[src/rtl/tdp_pkg.sv]
`default_nettype none
// ----------------------------------------------------------------------------
// tdp_pkg: shared types and constants of the trial division prime test
// Widths of the candidate, the trial divisor and its running square, the
// sequencer states and the status groups passed between the modules.
// ----------------------------------------------------------------------------
package tdp_pkg;

	// Width of a candidate number
	localparam int NUM_W = 16;
	// Trial divisor width: enough for the first divisor whose square exceeds any candidate
	localparam int DIV_W = (NUM_W + 1) / 2 + 1;
	// Width of the running square of the trial divisor
	localparam int SQ_W = 2 * DIV_W;
	// Bit counter of the serial remainder unit
	localparam int CNT_W = $clog2(NUM_W);
	// First trial divisor
	localparam int FIRST_DIV = 2;

	typedef enum logic [1:0] {
		ST_IDLE,
		ST_CHECK,
		ST_DIV,
		ST_DONE
	} tdp_state_t;

	// Status of the serial remainder unit
	typedef struct packed {
		logic done;
		logic zero;
	} tdp_div_sts_t;

	// Finished test handed to the output register
	typedef struct packed {
		logic valid;
		logic prime;
	} tdp_res_t;

endpackage

`default_nettype wire

[src/rtl/tdp_rem.sv]
`default_nettype none
// ----------------------------------------------------------------------------
// tdp_rem: bit-serial remainder unit
// Restoring division, one dividend bit per cycle shifted in from a shift
// register; reports when the remainder is done and whether it is zero.
// ----------------------------------------------------------------------------
module tdp_rem (
	input  wire logic                      clk,
	input  wire logic                      arst_n,
	input  wire logic                      start,
	input  wire logic [tdp_pkg::NUM_W-1:0] dividend,
	input  wire logic [tdp_pkg::DIV_W-1:0] divisor,
	output tdp_pkg::tdp_div_sts_t          sts
);
	import tdp_pkg::*;

	logic             busy_q;
	logic             done_q;
	logic [CNT_W-1:0] cnt_q;
	logic [NUM_W-1:0] shift_q;
	logic [DIV_W-1:0] rem_q;
	logic [DIV_W:0]   trial;
	logic [DIV_W:0]   diff;
	logic             fits;

	// Bring down the next dividend bit and try the subtraction
	always_comb begin
		trial = {rem_q, shift_q[NUM_W-1]};
		diff  = trial - {1'b0, divisor};
		fits  = trial >= {1'b0, divisor};
	end

	// Control: count one bit per cycle, pulse done after the last one
	always_ff @(posedge clk or negedge arst_n) begin
		if (!arst_n) begin
			busy_q <= 1'b0;
			done_q <= 1'b0;
			cnt_q  <= '0;
		end else begin
			done_q <= 1'b0;
			if (start) begin
				busy_q <= 1'b1;
				cnt_q  <= CNT_W'(NUM_W - 1);
			end else if (busy_q) begin
				cnt_q <= cnt_q - 1'b1;
				if (cnt_q == '0) begin
					busy_q <= 1'b0;
					done_q <= 1'b1;
				end
			end
		end
	end

	// Datapath: shift the dividend, keep the partial remainder
	always_ff @(posedge clk) begin
		if (start) begin
			shift_q <= dividend;
			rem_q   <= '0;
		end else if (busy_q) begin
			shift_q <= {shift_q[NUM_W-2:0], 1'b0};
			rem_q   <= fits ? diff[DIV_W-1:0] : trial[DIV_W-1:0];
		end
	end

	assign sts.done = done_q;
	assign sts.zero = (rem_q == '0);

endmodule

`default_nettype wire

[src/rtl/tdp_seq.sv]
`default_nettype none
// ----------------------------------------------------------------------------
// tdp_seq: trial divisor sequencer
// Steps the trial divisor from two while its square stays within the
// candidate, runs one serial remainder per divisor and stops at the first
// zero remainder.
// ----------------------------------------------------------------------------
module tdp_seq (
	input  wire logic                      clk,
	input  wire logic                      arst_n,
	input  wire logic                      req_valid,
	output logic                           req_ready,
	input  wire logic [tdp_pkg::NUM_W-1:0] candidate,
	output tdp_pkg::tdp_res_t              res,
	output logic [tdp_pkg::NUM_W-1:0]      number,
	input  wire logic                      res_ready
);
	import tdp_pkg::*;

	tdp_state_t       state_q;
	tdp_state_t       state_d;
	logic [NUM_W-1:0] num_q;
	logic [DIV_W-1:0] div_q;
	logic [SQ_W-1:0]  sq_q;
	logic             prime_q;
	logic             div_start;
	logic             past_bound;
	tdp_div_sts_t     div_sts;

	assign past_bound = sq_q > SQ_W'(num_q);

	tdp_rem u_rem (
		.clk      (clk),
		.arst_n   (arst_n),
		.start    (div_start),
		.dividend (num_q),
		.divisor  (div_q),
		.sts      (div_sts)
	);

	// State register
	always_ff @(posedge clk or negedge arst_n) begin
		if (!arst_n) begin
			state_q <= ST_IDLE;
		end else begin
			state_q <= state_d;
		end
	end

	// Next state and control outputs
	always_comb begin
		state_d   = state_q;
		req_ready = 1'b0;
		div_start = 1'b0;
		res.valid = 1'b0;
		res.prime = prime_q;
		case (state_q)
			ST_IDLE: begin
				req_ready = 1'b1;
				if (req_valid) begin
					state_d = ST_CHECK;
				end
			end
			ST_CHECK: begin
				if (past_bound) begin
					state_d = ST_DONE;
				end else begin
					div_start = 1'b1;
					state_d   = ST_DIV;
				end
			end
			ST_DIV: begin
				if (div_sts.done) begin
					state_d = div_sts.zero ? ST_DONE : ST_CHECK;
				end
			end
			ST_DONE: begin
				res.valid = 1'b1;
				if (res_ready) begin
					state_d = ST_IDLE;
				end
			end
			default: begin
				state_d = ST_IDLE;
			end
		endcase
	end

	// Hold the candidate, advance the divisor and its square, record the verdict
	always_ff @(posedge clk) begin
		case (state_q)
			ST_IDLE: begin
				num_q <= candidate;
				div_q <= DIV_W'(FIRST_DIV);
				sq_q  <= SQ_W'(FIRST_DIV * FIRST_DIV);
			end
			ST_CHECK: begin
				// Zero and one never reach a divisor and are not prime
				prime_q <= |num_q[NUM_W-1:1];
			end
			ST_DIV: begin
				if (div_sts.done) begin
					if (div_sts.zero) begin
						prime_q <= 1'b0;
					end else begin
						div_q <= div_q + 1'b1;
						sq_q  <= sq_q + SQ_W'({div_q, 1'b1});
					end
				end
			end
			default: begin
			end
		endcase
	end

	assign number = num_q;

endmodule

`default_nettype wire

[config.mk]
export PLATFORM = sky130hd
export DESIGN_NAME = tdp_seq
export DESIGN_NICKNAME = d
export VERILOG_FILES = /design/src/rtl/tdp_pkg.sv /design/src/rtl/tdp_rem.sv /design/src/rtl/tdp_seq.sv
export SDC_FILE = /design/constraint.sdc
export NUM_CORES = 1
export LEC_CHECK = 0
export ABC_AREA = 1
export BUFFER_PORTS_ARGS = -buffer_cell sky130_fd_sc_hd__buf_2
export CAP_MARGIN = 10
export CELL_PAD_IN_SITES_DETAIL_PLACEMENT = 1
export CELL_PAD_IN_SITES_GLOBAL_PLACEMENT = 2
export CORE_MARGIN = 5
export CORE_UTILIZATION = 37
export CTS_BUF_LIST = sky130_fd_sc_hd__clkbuf_8
export DETAILED_ROUTE_END_ITERATION = 10
export HOLD_SLACK_MARGIN = 0.02
export PLACE_DENSITY_LB_ADDON = 0.1
export SKIP_CTS_REPAIR_TIMING = 1
export SYNTH_ARGS = -nofsm -noshare
export SYNTH_HDL_FRONTEND = slang
export SYNTH_SLANG_ARGS = --single-unit
export TNS_END_PERCENT = 20
[constraint.sdc]
create_clock -name clk -period 2.6 [get_ports clk]
set_input_delay 0.26 -clock clk [delete_from_list [all_inputs] [get_ports clk]]
set_output_delay 0.26 -clock clk [all_outputs]
set_load 0.01 [all_outputs]
==> results.json <==
{
  "root_buffer": "clkbuf_8",
  "post-route-period-util": 0.896,
  "synth_compound_area_frac": 0.0639,
  "r2r_cells": 9,
  "globalRouteOverflowTotal": 0,
  "tns_ns": 0,
  "synth_top_cell_area_share": 0.367,
  "die_area_mm2": 0.0157,
  "reg2reg_from": "sq_q[14]$_SDFFCE_PP0P_",
  "synthesis.nets": 677,
  "power.density_mw_per_mm2": 1410,
  "worst_slew_pin_slew_ns": 0.833,
  "p_leak_uw": 0.00274,
  "async_flop_share": 0.104,
  "htree_levels": 3,
  "synth.area.top_cells": "edfxtp_1, nand2_1, ha_1, inv_1, nand3_1",
  "clock_sinks": 77,
  "crit_type": "register to register",
  "synth_top_family_by_area": "simple AND/OR/NAND/NOR gates",
  "worstPathArrival_ns": 2.42,
  "r2r_slack_ns": 0.27,
  "finalSetupViolations": 0,
  "final.setup_skew_ns": 0.0106,
  "vias": 4162,
  "synth_flop_cell": "edfxtp_1",
  "finalHoldViolations": 0,
  "hold_path_class": "input port to register",
  "ys_seq_area_frac": 0.444,
  "yosysUniqueCellTypes": 38,
  "antenna_found_initial": 0,
  "detail_route.wl_per_cell_um": 15.4,
  "start_util": 0.374,
  "slew_headroom": 0.444,
  "synthSimpleGateAreaFrac": 0.296,
  "layout_min_cycle_time_ns": 2.33,
  "synth_top_area_cell": "edfxtp_1",
  "synth_cells": 619,
  "routedLengthMet1_mm": 5.71,
  "grt_use_total": 0.176,
  "top_layer_used": "met4",
  "netlist_top_cells_count": "nand2_1, inv_1, edfxtp_1, nand3_1, nor2_1",
  "core_mm2": 0.0131,
  "cp_data_required_time_ns": 2.69,
  "clk_pin_slew_worst_paths_ns": 0.09,
  "antenna_cells": 0,
  "synth_edf_count": 60,
  "design_power_total_uw": 7820,
  "cts_tree": "yes",
  "syn_area_per_cell_um2": 7.94,
  "ant_nets": 0,
  "fmax_ghz": 0.429,
  "first_global_vias": 4463,
  "drive_above_1_share": 0.115,
  "end_kind": "register",
  "ios": 39,
  "critPathSlowestCell": "edfxtp_1",
  "synth_xor_area_frac": 0.00713,
  "dieWidth_um": 125,
  "fin_area_mm2": 0.00554,
  "crit_path_start_kind": "register",
  "drtPass1Iterations": 4,
  "yosys.cell_count.top_type": "nand2_1",
  "fin_nets": 724,
  "synthesis.area_mm2": 0.00491,
  "portBuffers": 38,
  "grt_max_degree": 28,
  "worstReg2RegEnd": "u_rem.shift_q[2]$_DFFE_PP_",
  "die_y_um": 125,
  "vias_per_cell": 4.91,
  "clk_path_buf_depth": 2,
  "numCtsBuffers": 9,
  "utilization": 0.421,
  "critical-path-max-stage-delay_ns": 0.48,
  "synth_mux_area_frac": 0,
  "cp_cell_sequence": "ha_1 > nand2_1 > nor3_2 > nor3b_2 > nand3_2 > nand2_4 > nand2_4 > nand2_1 > buf_12",
  "clkLatencyLatePin_ns": 0.38,
  "drtIter0Drc": 146,
  "areaGrowthSynthToFinish_pct": 12.7,
  "peakVddDrop_mv": 0.428,
  "stdcell_count": 847,
  "hpwlAfterDp_mm": 10.3,
  "drt_wl_total_mm": 13.1,
  "drc_errors": 0,
  "grt_first_pass_wirelength_mm": 22.2,
  "maxCapViolCount": 0,
  "ys_warn_count": 0,
  "dr_wl_met2_mm": 6.75,
  "maxSlewViolCount": 0,
  "synthAdderAreaFrac": 0.0998,
  "worstSetupStartpoint": "sq_q[14]$_SDFFCE_PP0P_",
  "endpoint": "u_rem.shift_q[2]$_DFFE_PP_",
  "rsz0062_at_grt": "no",
  "path_max_fanout": 16,
  "ys_ff_latch": 77,
  "dpl_cell_area_mm2": 0.00532,
  "dp.cells": 828,
  "gp_routability_congestion": 0.816,
  "status": "complete, no violations",
  "wl_met3_um": 318,
  "num_rows": 42
}
## worst max-delay path: cells and delay by family (launching register included)
kind | cells | cell delay, ns
simple gates | 7 | 1.07
buf+inv | 1 | 0.17
fa+ha+maj | 1 | 0.31
flops | 1 | 0.48
## worst min path at each step
| stage | slack, ns | to | cells after the start | from |
|---|---|---|---|---|
| final | 0.05 | number[5]$_DFFE_PP_ | 1 | candidate[5] |
| after global routing | 0.03 | number[5]$_DFFE_PP_ | 1 | candidate[5] |
| after CTS | -0.30 | u_rem.cnt_q[0]$_DFFE_PN0P_ | 1 | arst_n |
| after detailed placement | 0.11 | u_rem.cnt_q[3]$_DFFE_PN0P_ | 1 | arst_n |
| after global placement | 0.11 | u_rem.cnt_q[0]$_DFFE_PN0P_ | 1 | arst_n |
| after floorplan | -0.04 | state_q[0]$_DFFE_PN0P_ | 0 | arst_n |
## layout by cell type (no fill, tap or decap), drive strengths merged, types with 2 or more instances in the layout
cell type	instances
a21o	2
a21oi	34
buf	46
clkbuf	10
dfrtp	8
dfxtp	9
edfxtp	60
fa	2
ha	36
inv	102
nand2	188
nand3	57
nand3b	4
nand4	9
nor2	51
nor3	12
nor4	7
o21a	2
o21ai	17
o21bai	2
or2	3
xnor2	3
## routing by layer
layer,GRT usage,vias up
met5,0,-
met3,0.0345,18
met2,0.324,42
met4,0.0561,0
met1,0.206,1981
li1,-,2121
## through the flow
step                setup slack (ns)  hold slack, ns
global placement               0.306           0.113
detailed placement             0.229           0.110
global route                  0.0555          0.0301
floorplan                      0.268         -0.0356
finish                         0.271          0.0479
CTS                            0.186          -0.300
## where the power goes
part	switching (uW)	internal (uW)	total, uW
Sequential	499	2110	2610
Clock	489	469	958
Combinational	2780	1470	4250
## logic make-up (layout without fill, tap and decap cells)
| group | after synthesis | after routing |
|---|---|---|
| xor+xnor | 4 | 4 |
| compound gates | 59 | 59 |
| fa+ha+maj | 38 | 38 |
| buf+inv | 108 | 160 |
| simple gates | 333 | 333 |
| flops | 77 | 77 |
## cell type report
class,count,area (um2)
Tap cell,176,220
Clock inverter,6,58.8
Clock buffer,10,138
Multi-Input combinational cell,434,2300
Timing Repair Buffer,47,273
Fill cell,1634,7600
Inverter,97,364
Sequential cell,77,2180
## state kept, by name (all words and copies together) (netlist names)
signal / flops
state_q: 2
u_rem.busy_q: 1
u_rem.done_q: 1
sq_q: 18
div_q: 9
number: 16
u_rem.cnt_q: 4
u_rem.shift_q: 16
prime_q: 1
u_rem.rem_q: 9
Note: power is estimated with default switching activity, not from simulation.
